File: src/rtl/r2fm_ram.sv
// Generic simple dual-port RAM with registered read data.
module r2fm_ram #(
  parameter int WIDTH = 8,
  parameter int DEPTH = 16
) (
  input  logic                     clk,
  input  logic                     we,
  input  logic [$clog2(DEPTH)-1:0] waddr,
  input  logic [WIDTH-1:0]         wdata,
  input  logic [$clog2(DEPTH)-1:0] raddr,
  output logic [WIDTH-1:0]         rdata
);

  logic [WIDTH-1:0] mem [DEPTH];

  // Write and read in one clocked block
  always_ff @(posedge clk) begin
    if (we) begin
      mem[waddr] <= wdata;
    end
    rdata <= mem[raddr];
  end

endmodule

File: config.mk
export PLATFORM = sky130hd
export DESIGN_NAME = r2fm_ram
export DESIGN_NICKNAME = d
export VERILOG_FILES = /design/src/rtl/r2fm_ram.sv
export SDC_FILE = /design/constraint.sdc
export NUM_CORES = 1
export LEC_CHECK = 0
export BUFFER_PORTS_ARGS = -buffer_cell sky130_fd_sc_hd__buf_2
export CAP_MARGIN = 20
export CORE_ASPECT_RATIO = 1.2
export CORE_MARGIN = 3
export CORE_UTILIZATION = 45
export CTS_BUF_LIST = sky130_fd_sc_hd__clkbuf_2
export CTS_CLUSTER_SIZE = 14
export DETAILED_ROUTE_END_ITERATION = 6
export SLEW_MARGIN = 40
export SYNTH_ARGS = -nofsm -noshare
export SYNTH_HDL_FRONTEND = slang
export SYNTH_SLANG_ARGS = --single-unit
File: constraint.sdc
create_clock -name clk -period 2.9 [get_ports clk]
set_clock_uncertainty 0.15 [all_clocks]
set_input_delay 0.435 -clock clk [delete_from_list [all_inputs] [get_ports clk]]
set_output_delay 0.435 -clock clk [all_outputs]
set_load 0.01 [all_outputs]
==> impl_metrics.yaml <==
run_status:
  status: "complete, no violations"
drt:
  totalWireLength_um: 9594
  vias: 2451
  drcViolationCount: 0
  drtIter0Drc: 166
  antenna_left: 0
  drtPass1Iterations: 4
  wl_per_cell_um: 20.99
  routed_via_density: 5.363
floorplanning:
  fp-row-count: 42
  dieWidth_um: 103.6
  start_util_pct: 46.42
  die_area_um2: 12760
  coreArea_um2: 11090
  io_pins: 26
  die_h_um: 123.2
global_route:
  grt_usage_pct: 16.72
  grt_max_degree: 18
  grt-ovfl-total: 0
  grt_pass1_vias: 2559
  antenna_found_initial: 1
  grt_pass1_wl_um: 15140
synth:
  synth_area_leaders: "edfxtp_1 75%, mux4_2 7.9%, mux4_1 7.1%"
  yosys-top-cells-count: "128 x edfxtp_1, 18 x mux4_2, 16 x a22oi_1"
  synth_ff_type: "edfxtp_1"
  avgSynthCellArea_um2: 22.48
  syn_inst: 229
  synth_warnings: 0
  async_flop_share_pct: 0
  synth_top_area_share_pct: 74.67
  yosysMostFrequentCell: "edfxtp_1"
  syn_nets: 247
  synth_edf_count: 128
  synth.ff_latch_count: 136
  ys_seq_area_share_pct: 77.78
  yosysUniqueCellTypes: 19
  synth_top_area_cell: "edfxtp_1"
  syn-cell-area_um2: 5147
timing:
  fin_crit_ns: 1.792
  slew_violations: 0
  fin_setup_tns_ns: 0
  fmax_mhz: 557.9
  rsz0062_at_grt: "false"
  hold-worst-slack_ns: 0.1663
  hold_viol: 0
  fin_ws_ns: 1.108
  slew_headroom_pct: 47.35
  setup_viol: 0
  worst_pin_slew_ns: 0.7868
  fin_crit_sh_pct: 61.81
finish:
  area_delta_synth_final_pct: 15.36
  fin_nets: 307
  drive_gt1_share_pct: 30.79
power_and_ir_drop:
  power_density_nw_per_um2: 638.6
  p_leak_uw: 0.002009
  ir_drop_mv: 0.3823
placed_design:
  place_ws_ns: 0.6576
  io_buffers: 25
  place.gp.congestion: 0.7096
  hpwlAfterDp_um: 6285
job:
  maxCapViolCount: 0
critical_path:
  cp.required_ns: 2.32
  critical_path.endpoint_type: "primary output"
  cp.arrival_ns: 1.21
  worst-path-buf-inv: 1
  max_stage_delay_ns: 0.39
  critPathLaunchType: "register"
  worstSetupPathType: "register to primary output"
  critPathTopFamily: "flip-flops"
  critPathSlowestCell: "dfxtp_1"
  crit_chain: "buf_2"
  worst-path-max-fanout: 1
clock_network:
  clkTransAtPathRegs_ns: 0.18
  cts_resized: 0
  clockBufferDepth: 2
  cts_tree: "done"
  cts_buffers: 17
  clk_latency_ns: 0.67
  clockRootBuffer: "clkbuf_2"
  cts_sinks: 136
  htree_levels: 4
hold_path:
  min_path_type: "input pin to register"
## layout by cell type (no fill, tap or decap)
master and count:
dfxtp_1 8, dlygate4sd3_1 8, buf_4 16, nand3b_1 2, diode_2 1, nand2_1 9, mux4_2 18, clkinvlp_4 3
bufinv_16 6, nor2b_1 1, buf_2 25, clkinv_2 5, clkbuf_2 17, clkinv_1 1, and2b_1 1, edfxtp_1 128
mux4_1 14, nand3_1 1, a22oi_1 16, nand2b_1 2, and2_1 1, buf_12 2, or3b_2 1, nor2_1 13
nor3_1 4
## worst paths after layout
path	startpoint	to	slack, ns	cells past startpoint
worst max-delay path	rdata[7]$_DFF_P_	rdata[7]	1.11	1
worst min-delay path	waddr[0]	mem[0][0]$_DFFE_PP_	0.17	3
worst max register to register	mem[1][5]$_DFFE_PP_	rdata[5]$_DFF_P_	1.35	3
worst min register to register	mem[12][7]$_DFFE_PP_	rdata[7]$_DFF_P_	0.55	3
## layout make-up
class                      count  area (um2)
fill                         880        5150
tap                          154       192.7
clock inverter                15       231.5
antenna                        1       2.502
clock buffer                  17       85.08
multi-input combinational     83        1057
timing repair buffer          51       365.4
sequential                   136        4004
## state kept, by name, summed over array words and instances (netlist names)
name	count
rdata	8
mem	128
## metal layers
layer,up-vias,share of wire [%],global-route usage [%]
li1,1093,-,-
met1,1270,43,20.85
met3,14,4.9,4.386
met4,0,1.5,7.980
met5,-,0,0
met2,74,51,27.74
## logic make-up (layout without fill, tap and decap cells)
group,count (synthesis),after routing,synth area share [%]
AO/OA/AOI/OAI,16,16,2.334
buffers and inverters,10,83,1.677
flip-flops,136,136,77.78
multiplexers,32,32,15.02
other,0,1,0
AND/OR/NAND/NOR,35,35,3.184
## per-stage QoR
step	utilization [%]	cell area, um2	instances	total power (uW)
2_1_floorplan	-	5147	229	2365
3_3_place_gp	49.95	5539	416	2459
3_5_place_dp	49.95	5539	416	2463
4_1_cts	53.53	5936	456	3842
5_1_grt	53.55	5938	457	3950
6_report	53.55	5938	457	3792
## timing repair
action	CTS	global route
endpoints found under the hold margin	128	0
buffers inserted	0	0
hold buffers	8	0
## where the power goes
group	total (uW)	internal [uW]	switching, uW
registers	2210	2190	12.7
clock network	1370	727	645
logic	213	94.9	118
(Power assumes the default switching activity.)
